## config.mk

```make
export PLATFORM = sky130hd
export DESIGN_NAME = skt_ram
export DESIGN_NICKNAME = d
export VERILOG_FILES = /design/src/rtl/core/skt_ram.sv
export SDC_FILE = /design/constraint.sdc
export NUM_CORES = 2
export LEC_CHECK = 0
export BUFFER_PORTS_ARGS = -buffer_cell sky130_fd_sc_hd__clkbuf_2
export CORE_ASPECT_RATIO = 1.5
export CORE_UTILIZATION = 60
export CTS_CLUSTER_DIAMETER = 30
export DETAILED_ROUTE_END_ITERATION = 12
export PLACE_DENSITY = 0.75
export RECOVER_POWER = 25
export SYNTH_ARGS = -nofsm -noshare
export SYNTH_HDL_FRONTEND = slang
export SYNTH_SLANG_ARGS = --single-unit
```

## constraint.sdc

```tcl
create_clock -name aclk -period 10 [get_ports aclk]
set_input_delay 1 -clock aclk [delete_from_list [all_inputs] [get_ports aclk]]
set_output_delay 1 -clock aclk [all_outputs]
set_load 0.01 [all_outputs]
```

## src/rtl/core/skt_ram.sv

```systemverilog
// generic simple dual-port ram: one write port, one read port, registered read
// no dependencies

module skt_ram #(
    parameter int WIDTH = 32,
    parameter int DEPTH = 64
) (
    input  logic                     aclk,
    input  logic                     wr_en,
    input  logic [$clog2(DEPTH)-1:0] wr_addr,
    input  logic [WIDTH-1:0]         wr_data,
    input  logic [$clog2(DEPTH)-1:0] rd_addr,
    output logic [WIDTH-1:0]         rd_data
);

    logic [WIDTH-1:0] mem [DEPTH];
    logic [WIDTH-1:0] rd_data_reg;

    always_ff @(posedge aclk) begin
        if (wr_en) begin
            mem[wr_addr] <= wr_data;
        end
        rd_data_reg <= mem[rd_addr];
    end

    assign rd_data = rd_data_reg;

endmodule

```

==> results.json <==
{
  "start_util": 0.604,
  "io_pins": 78,
  "worst_path_max_delay_cell": "or2_1",
  "drv_slew": 1430,
  "grt_overflow_total": 0,
  "cts_resized": 0,
  "max_freq_ghz": 0.223,
  "crit_path_max_fanout": 94,
  "hold_class": "reg -> reg",
  "row_count": 162,
  "internal_power_mw": 15.0,
  "p_seq_frac": 0.506,
  "antenna_found_initial": 11,
  "placed_area_um2": 81600,
  "synth_cell_types": 34,
  "worstHoldPathCells": 4,
  "clkPwrFrac": 0.448,
  "synth_most_common_cell": "edfxtp_1",
  "synth_common_cells": "edfxtp_1, mux4_2, nor2_1, mux2i_1, o22ai_1",
  "clkTransAtPathRegs_ns": 0.06,
  "clockBufferDepth": 3,
  "dieArea_um2": 132000,
  "arrival_ns": 5.23,
  "power.share.combinational": 0.046,
  "vdd_drop_max_mv": 0.208,
  "avgRoutedWirePerCell_um": 38.2,
  "synth_edf_count": 2048,
  "worst-r2r-cell-count": 4,
  "crit_chain": "buf_8 -> buf_12 -> or2_1 -> o22ai_1 -> nor2_1 -> a21oi_1 -> nor2_1",
  "reg2reg_from": "mem[55][0]",
  "cts_hold_buf": 0,
  "period_share": 0.448,
  "grt_pass1_wl_mm": 293,
  "slew_headroom": -1.33,
  "dp_hpwl_mm": 110,
  "layout-drive-gt1-share": 0.310,
  "track_usage": 0.322,
  "ys_async_sr_fraction": 0,
  "area_growth_pct": 13.8,
  "drc": 0,
  "cts_setup_buffers": 0,
  "grt_max_degree": 138,
  "syn-num-nets": 3370,
  "synth_ff_type": "edfxtp_1",
  "slowest_delay_ns": 1.11,
  "crit_type": "in -> reg",
  "synth_area_leaders": "edfxtp_1, mux4_2, mux2i_1",
  "stdcell_area_um2": 89400,
  "switching_share": 0.221,
  "syn-mean-instance-area_um2": 23.6,
  "synthCells": 3324,
  "routabilityCongestion": 0.799,
  "largest_reg_flops": 2048,
  "yosys_warnings": 0,
  "drt-total-wl_mm": 209,
  "cts_tree": "yes",
  "holdWs_ns": 0.789,
  "rrSetupSlack_ns": 7.55,
  "final_nets": 3601,
  "drt_first_iter_violations": 5453,
  "rsz0062_at_grt": "no",
  "required_ns": 10.75,
  "violations": "max-capacitance violations, max-slew violations",
  "max_cap_viol_count": 22,
  "fin_crit_ns": 4.48,
  "clk_latency_ns": 0.84,
  "drt_pass1_iterations": 5,
  "die_x_um": 297,
  "fin_total_pwr_mw": 19.2,
  "vias": 38200,
  "grt_pass1_vias": 39700,
  "root_buffer": "clkbuf_16",
  "leakage_nw": 28.0,
  "numCtsBuffers": 225,
  "portBuffers": 77,
  "fin_skew_ns": 0.0309,
  "outcome": "complete, but fails checks",
  "ant_nets": 0,
  "cts_sinks": 2080,
  "ys_seq_area_frac": 0.791,
  "tns_ns": 0,
  "end_kind": "flip-flop",
  "whs_endpoint": "rd_data[8]",
  "synth.ff_latch_count": 2080,
  "start_kind": "input pin",
  "min_from": "mem[13][8]",
  "synth_top_area_frac": 0.783,
  "core_area_um2": 130000,
  "hold_violations": 0,
  "via_per_inst": 6.98,
  "cts.htree.levels": 4,
  "tightest_slew_ns": 3.50,
  "setup_viol": 0,
  "synth_top_area_cell": "edfxtp_1",
  "p_sw_mw": 4.24,
  "die_y_um": 445,
  "power_density_nw_per_um2": 215,
  "path_common_cell": "nor2_1",
  "syn_area_um2": 78500,
  "r2r-end": "rd_data[0]"
}
[per-stage QoR]
| step | instances | setup slack (ns) | utilization |
|---|---|---|---|
| 2_1_floorplan | 3324 | 5.84 | - |
| 3_3_place_gp | 5050 | 5.12 | 0.628 |
| 3_5_place_dp | 5050 | 5.08 | 0.628 |
| 4_1_cts | 5474 | 5.92 | 0.689 |
| 5_1_grt | 5475 | 5.71 | 0.688 |
| 6_report | 5475 | 5.52 | 0.688 |
[worst max-delay path by stage]
stage | start | endpoint | slack (ns)
floorplan | wr_addr[3] | mem[48][0] | 5.84
global placement | rd_addr[2] | rd_data[19] | 5.12
detailed placement | rd_addr[2] | rd_data[19] | 5.08
CTS | rd_addr[2] | rd_data[19] | 5.92
global route | rd_addr[2] | rd_data[19] | 5.71
finish | rd_addr[2] | rd_data[19] | 5.52
[cells by family after synthesis]
kind of cell           after synthesis  share of synthesized area
and+or+nand+nor                    223                     0.0127
muxes                              637                      0.168
buffers and inverters              182                     0.0113
AOI/OAI and AO/OA                  202                     0.0167
DFF                               2080                      0.791
[layer usage]
| layer | track usage | up-vias | wire length, µm |
|---|---|---|---|
| met4 | 0.161 | 8 | 12300 |
| met3 | 0.0714 | 601 | 23600 |
| met5 | 0 | - | 61 |
| met2 | 0.542 | 2901 | 107000 |
| li1 | - | 14800 | - |
| met1 | 0.398 | 20000 | 66500 |
[critical path: cells and delay by family]
| kind | cells | cell delay (ns) |
|---|---|---|
| simple gates | 3 | 2.37 |
| buf+inv | 2 | 0.92 |
| compound gates | 2 | 0.49 |
[power by group through the flow]
stage	logic, mW	registers (mW)	clock network [mW]
6_report	0.889	9.72	8.61
4_1_cts	0.889	9.70	8.65
3_5_place_dp	0.879	9.89	0
3_3_place_gp	0.854	9.88	0
5_1_grt	0.918	9.72	8.96
2_1_floorplan	0.469	9.86	0
[cell type report]
| cell class | instances | area (µm²) |
|---|---|---|
| diodes | 1 | 2.50 |
| clock buffers | 252 | 5830 |
| repair buffers | 186 | 1250 |
| fillers | 7351 | 40600 |
| clock inverters | 172 | 2030 |
| flip-flops and latches | 2080 | 62100 |
| well taps | 1722 | 2150 |
| multi-input cells | 1062 | 16000 |
[cells in the final DEF (no fill, tap or decap), types with 8 or more instances in the layout]
cell        Yosys  final
edfxtp_1     2048   2048
mux4_2        544    544
clkbuf_16       0    228
mux2i_1        93     93
o22ai_1        84     84
buf_4          25     80
nor2_1        137     74
clkbuf_2        0     69
a21oi_1        62     62
nor2_4          0     62
clkbuf_1       74     47
inv_6           0     36
dfxtp_1        32     32
o221ai_1       27     27
bufinv_16       0     27
nand2_1        26     26
clkinv_4        0     24
clkinvlp_4      0     24
clkinv_2        0     23
clkinv_1        0     15
nor2b_1        15     14
a22oi_1        12     12
clkinv_8        0     10
inv_8           0     10
a311oi_1        8      8
buf_12          0      8
Power figures use the tool's default switching activity.
