<file path="config.mk">
export PLATFORM = sky130hd
export DESIGN_NAME = skt_ctrl
export DESIGN_NICKNAME = d
export VERILOG_FILES = /design/src/rtl/core/skt_pkg.sv /design/src/rtl/core/skt_ctrl.sv
export SDC_FILE = /design/constraint.sdc
export NUM_CORES = 1
export LEC_CHECK = 0
export ABC_AREA = 1
export BUFFER_PORTS_ARGS = -buffer_cell sky130_fd_sc_hd__buf_2
export CELL_PAD_IN_SITES_DETAIL_PLACEMENT = 0
export CELL_PAD_IN_SITES_GLOBAL_PLACEMENT = 2
export CORE_MARGIN = 1.5
export CORE_UTILIZATION = 35
export CTS_CLUSTER_SIZE = 12
export DETAILED_ROUTE_END_ITERATION = 12
export PLACE_DENSITY = 0.92
export SYNTH_ARGS = -nofsm -noshare
export SYNTH_HDL_FRONTEND = slang
export SYNTH_SLANG_ARGS = --single-unit
</file>
<file path="constraint.sdc">
create_clock -name aclk -period 13.5 [get_ports aclk]
set_input_delay 1.35 -clock aclk [delete_from_list [all_inputs] [get_ports aclk]]
set_output_delay 1.35 -clock aclk [all_outputs]
set_load 0.01 [all_outputs]
</file>
<file path="src/rtl/core/skt_pkg.sv">
// sorted key table package: widths, default parameters, action and status codes
// no dependencies; used by scoped names by every file of the block but skt_ram

package skt_pkg;

    localparam int KEY_W        = 32;
    localparam int DEPTH_DEF    = 64;
    localparam int HANDLE_W_DEF = 32;
    localparam int ACT_W        = 2;
    localparam int STATUS_W     = 3;

    typedef enum logic [ACT_W-1:0] {
        ACT_INSERT = 2'd0,
        ACT_FETCH  = 2'd1,
        ACT_REMOVE = 2'd2,
        ACT_GET    = 2'd3
    } action_t;

    typedef enum logic [STATUS_W-1:0] {
        STAT_OK    = 3'd0,
        STAT_DUP   = 3'd1,
        STAT_MISS  = 3'd2,
        STAT_RANGE = 3'd3,
        STAT_FULL  = 3'd4
    } status_t;

    // result strobe and status, from the sequencer to the output stage
    typedef struct packed {
        logic    valid;
        status_t status;
    } res_ctl_t;

endpackage

</file>
<file path="src/rtl/core/skt_ctrl.sv">
// sorted key table sequencer: binary search, probe and entry shifting over the ram
// depends on skt_pkg; drives the read and write ports of one skt_ram instance

module skt_ctrl #(
    parameter int DEPTH        = skt_pkg::DEPTH_DEF,
    parameter int HANDLE_WIDTH = skt_pkg::HANDLE_W_DEF,
    localparam int AW = $clog2(DEPTH),
    localparam int CW = $clog2(DEPTH + 1),
    localparam int EW = skt_pkg::KEY_W + HANDLE_WIDTH
) (
    input  logic                           aclk,
    input  logic                           aresetn,
    // item in
    input  logic                           in_valid,
    output logic                           in_ready,
    input  logic [skt_pkg::ACT_W-1:0]      in_action,
    input  logic signed [skt_pkg::KEY_W-1:0] in_key,
    input  logic [HANDLE_WIDTH-1:0]        in_handle,
    input  logic [AW-1:0]                  in_index,
    // result out
    output skt_pkg::res_ctl_t              res_ctl,
    output logic [HANDLE_WIDTH-1:0]        res_handle,
    output logic signed [skt_pkg::KEY_W-1:0] res_key,
    output logic [CW-1:0]                  res_pos,
    output logic [CW-1:0]                  res_count,
    input  logic                           res_free,
    // ram ports
    output logic                           wr_en,
    output logic [AW-1:0]                  wr_addr,
    output logic [EW-1:0]                  wr_data,
    output logic [AW-1:0]                  rd_addr,
    input  logic [EW-1:0]                  rd_data
);

    typedef enum logic [8:0] {
        S_IDLE   = 9'b000000001,
        S_SEARCH = 9'b000000010,
        S_CMP    = 9'b000000100,
        S_PROBE  = 9'b000001000,
        S_DECIDE = 9'b000010000,
        S_SHUP   = 9'b000100000,
        S_PUT    = 9'b001000000,
        S_SHDN   = 9'b010000000,
        S_DONE   = 9'b100000000
    } state_t;

    state_t state_reg, state_next;
    skt_pkg::action_t act_reg, act_next;
    logic signed [skt_pkg::KEY_W-1:0] key_reg, key_next;
    logic [HANDLE_WIDTH-1:0] hdl_reg, hdl_next;
    logic [AW-1:0] idx_reg, idx_next;
    logic [CW-1:0] lo_reg, lo_next;
    logic [CW-1:0] hi_reg, hi_next;
    logic [AW-1:0] j_reg, j_next;
    logic [CW-1:0] count_reg, count_next;
    logic hit_reg, hit_next;
    logic signed [skt_pkg::KEY_W-1:0] ent_key_reg, ent_key_next;
    logic [HANDLE_WIDTH-1:0] ent_hdl_reg, ent_hdl_next;
    skt_pkg::status_t status_reg, status_next;
    logic signed [skt_pkg::KEY_W-1:0] out_key_reg, out_key_next;
    logic [HANDLE_WIDTH-1:0] out_hdl_reg, out_hdl_next;
    logic [CW-1:0] pos_reg, pos_next;

    logic signed [skt_pkg::KEY_W-1:0] rd_key;
    logic [HANDLE_WIDTH-1:0] rd_hdl;
    logic [CW-1:0] mid;

    assign rd_key = $signed(rd_data[EW-1:HANDLE_WIDTH]);
    assign rd_hdl = rd_data[HANDLE_WIDTH-1:0];
    assign mid    = lo_reg + ((hi_reg - lo_reg) >> 1);

    assign in_ready = (state_reg == S_IDLE);

    always_comb begin
        state_next   = state_reg;
        act_next     = act_reg;
        key_next     = key_reg;
        hdl_next     = hdl_reg;
        idx_next     = idx_reg;
        lo_next      = lo_reg;
        hi_next      = hi_reg;
        j_next       = j_reg;
        count_next   = count_reg;
        hit_next     = hit_reg;
        ent_key_next = ent_key_reg;
        ent_hdl_next = ent_hdl_reg;
        status_next  = status_reg;
        out_key_next = out_key_reg;
        out_hdl_next = out_hdl_reg;
        pos_next     = pos_reg;
        rd_addr      = j_reg;
        wr_en        = 1'b0;
        wr_addr      = j_reg;
        wr_data      = rd_data;
        res_ctl.valid  = 1'b0;
        res_ctl.status = status_reg;

        case (state_reg)
            S_IDLE: begin
                if (in_valid) begin
                    act_next = skt_pkg::action_t'(in_action);
                    key_next = in_key;
                    hdl_next = in_handle;
                    idx_next = in_index;
                    lo_next  = '0;
                    hi_next  = count_reg;
                    if (skt_pkg::action_t'(in_action) == skt_pkg::ACT_GET) begin
                        if (CW'(in_index) < count_reg) begin
                            rd_addr    = in_index;
                            state_next = S_PROBE;
                        end else begin
                            status_next  = skt_pkg::STAT_RANGE;
                            out_key_next = '0;
                            out_hdl_next = '0;
                            pos_next     = '0;
                            state_next   = S_DONE;
                        end
                    end else begin
                        state_next = S_SEARCH;
                    end
                end
            end
            S_SEARCH: begin
                if (lo_reg < hi_reg) begin
                    rd_addr    = mid[AW-1:0];
                    state_next = S_CMP;
                end else if (lo_reg < count_reg) begin
                    rd_addr    = lo_reg[AW-1:0];
                    state_next = S_PROBE;
                end else begin
                    hit_next   = 1'b0;
                    state_next = S_DECIDE;
                end
            end
            S_CMP: begin
                if (rd_key < key_reg) begin
                    lo_next = mid + CW'(1);
                end else begin
                    hi_next = mid;
                end
                state_next = S_SEARCH;
            end
            S_PROBE: begin
                hit_next     = (rd_key == key_reg);
                ent_key_next = rd_key;
                ent_hdl_next = rd_hdl;
                state_next   = S_DECIDE;
            end
            S_DECIDE: begin
                pos_next     = lo_reg;
                status_next  = skt_pkg::STAT_OK;
                out_key_next = ent_key_reg;
                out_hdl_next = ent_hdl_reg;
                state_next   = S_DONE;
                case (act_reg)
                    skt_pkg::ACT_GET: begin
                        pos_next = CW'(idx_reg);
                    end
                    skt_pkg::ACT_INSERT: begin
                        out_key_next = '0;
                        out_hdl_next = '0;
                        if (hit_reg) begin
                            status_next = skt_pkg::STAT_DUP;
                        end else if (count_reg >= CW'(DEPTH)) begin
                            status_next = skt_pkg::STAT_FULL;
                        end else if (count_reg > lo_reg) begin
                            // open a gap: move entries up from the top down
                            j_next     = AW'(count_reg - CW'(1));
                            rd_addr    = AW'(count_reg - CW'(1));
                            state_next = S_SHUP;
                        end else begin
                            state_next = S_PUT;
                        end
                    end
                    default: begin
                        // fetch and remove
                        if (!hit_reg) begin
                            status_next  = skt_pkg::STAT_MISS;
                            out_key_next = '0;
                            out_hdl_next = '0;
                        end else if (act_reg == skt_pkg::ACT_REMOVE) begin
                            if (lo_reg + CW'(1) < count_reg) begin
                                // close the gap: move entries down from the bottom up
                                j_next     = AW'(lo_reg + CW'(1));
                                rd_addr    = AW'(lo_reg + CW'(1));
                                state_next = S_SHDN;
                            end else begin
                                count_next = count_reg - CW'(1);
                            end
                        end
                    end
                endcase
            end
            S_SHUP: begin
                wr_en   = 1'b1;
                wr_addr = j_reg + AW'(1);
                wr_data = rd_data;
                if (CW'(j_reg) == lo_reg) begin
                    state_next = S_PUT;
                end else begin
                    j_next  = j_reg - AW'(1);
                    rd_addr = j_reg - AW'(1);
                end
            end
            S_PUT: begin
                wr_en        = 1'b1;
                wr_addr      = lo_reg[AW-1:0];
                wr_data      = {key_reg, hdl_reg};
                count_next   = count_reg + CW'(1);
                status_next  = skt_pkg::STAT_OK;
                out_key_next = key_reg;
                out_hdl_next = hdl_reg;
                state_next   = S_DONE;
            end
            S_SHDN: begin
                wr_en   = 1'b1;
                wr_addr = j_reg - AW'(1);
                wr_data = rd_data;
                if (CW'(j_reg) == count_reg - CW'(1)) begin
                    count_next = count_reg - CW'(1);
                    state_next = S_DONE;
                end else begin
                    j_next  = j_reg + AW'(1);
                    rd_addr = j_reg + AW'(1);
                end
            end
            S_DONE: begin
                if (res_free) begin
                    res_ctl.valid = 1'b1;
                    state_next    = S_IDLE;
                end
            end
            default: begin
                state_next = S_IDLE;
            end
        endcase
    end

    always_ff @(posedge aclk) begin
        if (!aresetn) begin
            state_reg <= S_IDLE;
            count_reg <= '0;
        end else begin
            state_reg <= state_next;
            count_reg <= count_next;
        end
        act_reg     <= act_next;
        key_reg     <= key_next;
        hdl_reg     <= hdl_next;
        idx_reg     <= idx_next;
        lo_reg      <= lo_next;
        hi_reg      <= hi_next;
        j_reg       <= j_next;
        hit_reg     <= hit_next;
        ent_key_reg <= ent_key_next;
        ent_hdl_reg <= ent_hdl_next;
        status_reg  <= status_next;
        out_key_reg <= out_key_next;
        out_hdl_reg <= out_hdl_next;
        pos_reg     <= pos_next;
    end

    assign res_handle = out_hdl_reg;
    assign res_key    = out_key_reg;
    assign res_pos    = pos_reg;
    assign res_count  = count_reg;

endmodule

</file>
==> impl_metrics.json <==
{
  "status": "completed",
  "track_usage": 0.236,
  "maxCapViolCount": 0,
  "viasPerCell": 5.14,
  "synthToLayoutAreaGrowth_pct": 21.8,
  "gp_congestion": 0.974,
  "clock_latency_ns": 0.59,
  "ys_types": 49,
  "cp-end-kind": "output pin",
  "netlist_area_um2": 13400,
  "maxSlewViolCount": 0,
  "synth_top_family_by_area": "simple AND/OR/NAND/NOR gates",
  "hold_viol_final": 0,
  "cts_made_buffers": 29,
  "rsz0062_at_grt": "false",
  "skew_ns": 0.0233,
  "vias": 11700,
  "ys_seq_elements": 247,
  "synthMuxAreaShare": 0,
  "worst_pin_slew_ns": 1.15,
  "ctsResizeCount": 0,
  "ios": 300,
  "clockRootBuffer": "clkbuf_16",
  "syn_inst": 1453,
  "drtIter0Drc": 945,
  "ys_seq_area_frac": 0.540,
  "r2r_setup_slack_ns": 9.83,
  "cp-start-kind": "register",
  "rr_endpoint": "lo_reg[5]$_SDFFCE_PP0P_",
  "power_mw": 2.92,
  "portBuffers": 299,
  "worstSetupStartpoint": "lo_reg[0]$_SDFFCE_PP0P_",
  "grt_overflow": 0,
  "synth_fa_ha_area_frac": 0.0710,
  "p_per_area_nw_per_um2": 178,
  "r2r_cells": 13,
  "vdd_drop_max_uv": 125,
  "grt_pass1_wl_mm": 69.6,
  "syn_nets": 1668,
  "crit_arrival_ns": 4.26,
  "critical_path.endpoint": "rd_addr[5]",
  "min_path_type": "register to register",
  "ant_nets": 0,
  "synth_area_per_cell_um2": 9.24,
  "synth-compound-area-share": 0.0778,
  "floorplan.core_area_um2": 37800,
  "path_clk_slew_ns": 0.06,
  "initial_core_util": 0.356,
  "grt_pass1_vias": 11500,
  "r2r-start": "lo_reg[0]$_SDFFCE_PP0P_",
  "synthXorXnorAreaFrac": 0.0216,
  "slew_headroom": 0.231,
  "ctsHoldBuffers": 0,
  "synth_warnings": 0,
  "worstPathMaxFanout": 10,
  "nNetsFinal": 1957,
  "dr.pass1.iters": 5,
  "antenna_found_initial": 11,
  "setup_viol": 0,
  "yosys.area_share.simple": 0.234,
  "h-tree-depth": 1,
  "die_h_um": 199,
  "fp.dieW_um": 199,
  "die_area_um2": 39600,
  "period_share": 0.416,
  "min_period_ns": 5.61,
  "detailed_place_hpwl_mm": 33.8,
  "p_leak_nw": 7.60,
  "fin_setup_tns_ns": 0,
  "wl_mm": 47.2,
  "wire_per_inst_um": 20.8,
  "postCtsSetupBuffers": 0,
  "cts_tree": "built",
  "grt_max_degree": 95,
  "drive_gt1_frac": 0.223,
  "num_rows": 71,
  "drcViolationCount": 0,
  "utilization": 0.433,
  "clockBufferDepth": 3,
  "required_ns": 12.15,
  "crit_type": "register to output pin",
  "clock_sinks": 247,
  "fmax_ghz": 0.178
}
[layout make-up]
type	count	area (µm²)
Tap cell	511	639
Sequential cell	247	7260
Fill cell	3777	21400
Inverter	140	526
Timing Repair Buffer	308	1560
Multi-Input combinational cell	1016	5470
Clock inverter	20	168
Antenna cell	2	5.00
Clock buffer	32	737
[worst min-delay path by stage]
stage,slack (ns),end,start,cells past startpoint
2_1_floorplan,0.49,state_reg[0]$_SDFFE_PN1P_,state_reg[0]$_SDFFE_PN1P_,2
3_3_place_gp,0.52,res_key[16]$_DFFE_PP_,ent_key_reg[16]$_DFFE_PN_,2
3_5_place_dp,0.52,res_handle[1]$_DFFE_PP_,hdl_reg[1]$_DFFE_PP_,2
4_1_cts,0.54,res_handle[1]$_DFFE_PP_,hdl_reg[1]$_DFFE_PP_,2
5_1_grt,0.55,res_handle[29]$_DFFE_PP_,ent_hdl_reg[29]$_DFFE_PN_,2
6_report,0.54,res_key[19]$_DFFE_PP_,ent_key_reg[19]$_DFFE_PN_,2
[per-layer routing]
| layer | track usage | part of all wire | vias to the layer above |
|---|---|---|---|
| li1 | - | - | 5576 |
| met1 | 0.298 | 0.41 | 5513 |
| met2 | 0.383 | 0.46 | 488 |
| met3 | 0.0719 | 0.093 | 98 |
| met4 | 0.0780 | 0.032 | 16 |
| met5 | 0 | 0.0019 | - |
[per-stage QoR]
step / worst slack [ns] / instance area [µm²] / std cells / hold WS, ns
6_report: 7.89 / 16400 / 2276 / 0.539
4_1_cts: 7.94 / 16400 / 2274 / 0.538
2_1_floorplan: 5.60 / 13400 / 1453 / 0.493
5_1_grt: 7.55 / 16400 / 2276 / 0.552
3_3_place_gp: 8.61 / 15500 / 2222 / 0.519
3_5_place_dp: 8.57 / 15500 / 2222 / 0.522
[cells in the mapped netlist, drive strengths merged]
| library cell | n | area (µm²) |
|---|---|---|
| a21oi | 77 | 400 |
| a31oi | 2 | 12.5 |
| nor4 | 6 | 58.8 |
| edfxtp | 231 | 6940 |
| a21o | 1 | 7.51 |
| a211oi | 2 | 15.0 |
| nand2 | 412 | 1600 |
| xnor2 | 6 | 52.6 |
| a22oi | 1 | 7.51 |
| o22ai | 7 | 43.8 |
| a21boi | 1 | 7.51 |
| a31o | 1 | 8.76 |
| and3 | 1 | 6.26 |
| nor2 | 82 | 349 |
| nand3 | 166 | 836 |
| fa | 2 | 40.0 |
| ha | 73 | 913 |
| dfxtp | 16 | 320 |
| clkbuf | 27 | 101 |
| nand4 | 24 | 156 |
| inv | 136 | 510 |
| or2 | 2 | 12.5 |
| xor2 | 25 | 238 |
| buf | 23 | 123 |
| o31ai | 1 | 7.51 |
| nor3 | 21 | 121 |
| o21ai | 96 | 480 |
| o211ai | 3 | 22.5 |
| o221ai | 1 | 8.76 |
| clkinv | 4 | 15.0 |
| o21a | 3 | 22.5 |
[power breakdown]
group          leakage (nW)  internal, mW  switching (mW)  total (mW)
sequential             2.32         0.963          0.0571        1.02
combinational          4.83         0.356           0.783        1.14
clock                 0.442         0.431           0.328       0.760
total                  7.60          1.75            1.17        2.92
[cells by family (layout without fill, tap and decap cells)]
group | after synthesis | in the layout
and+or+nand+nor | 714 | 714
DFF | 247 | 247
AOI/OAI and AO/OA | 196 | 196
buffers and inverters | 190 | 500
adders and majority gates | 75 | 75
xor gates and xnor gates | 31 | 31
other | 0 | 2
[cell usage in the layout (no fill, tap or decap), types with 11 or more instances in the layout]
cell / n
edfxtp_1: 231
nand2_2: 11
o21ai_0: 92
nand4_1: 23
ha_1: 73
dfxtp_1: 16
nand2_1: 397
clkinv_1: 13
inv_1: 128
nor2_1: 73
xor2_1: 24
clkbuf_16: 29
nor3_1: 19
nand3_1: 165
a21oi_1: 75
buf_2: 299
[critical path: stages, from the launching register on]
cell	delay, ns
edfxtp_1	0.61
ha_1	0.33
fa_1	0.40
o21ai_0	0.31
xor2_1	0.21
ha_1	0.30
nand2_1	0.10
inv_1	0.04
nand4_1	0.06
o211ai_1	0.10
xnor2_1	0.55
nand2_1	0.13
nand3_1	0.11
nand2_1	0.07
nor2_1	0.12
nand3_1	0.10
buf_2	0.15
Note: power is estimated with default switching activity, not from simulation.
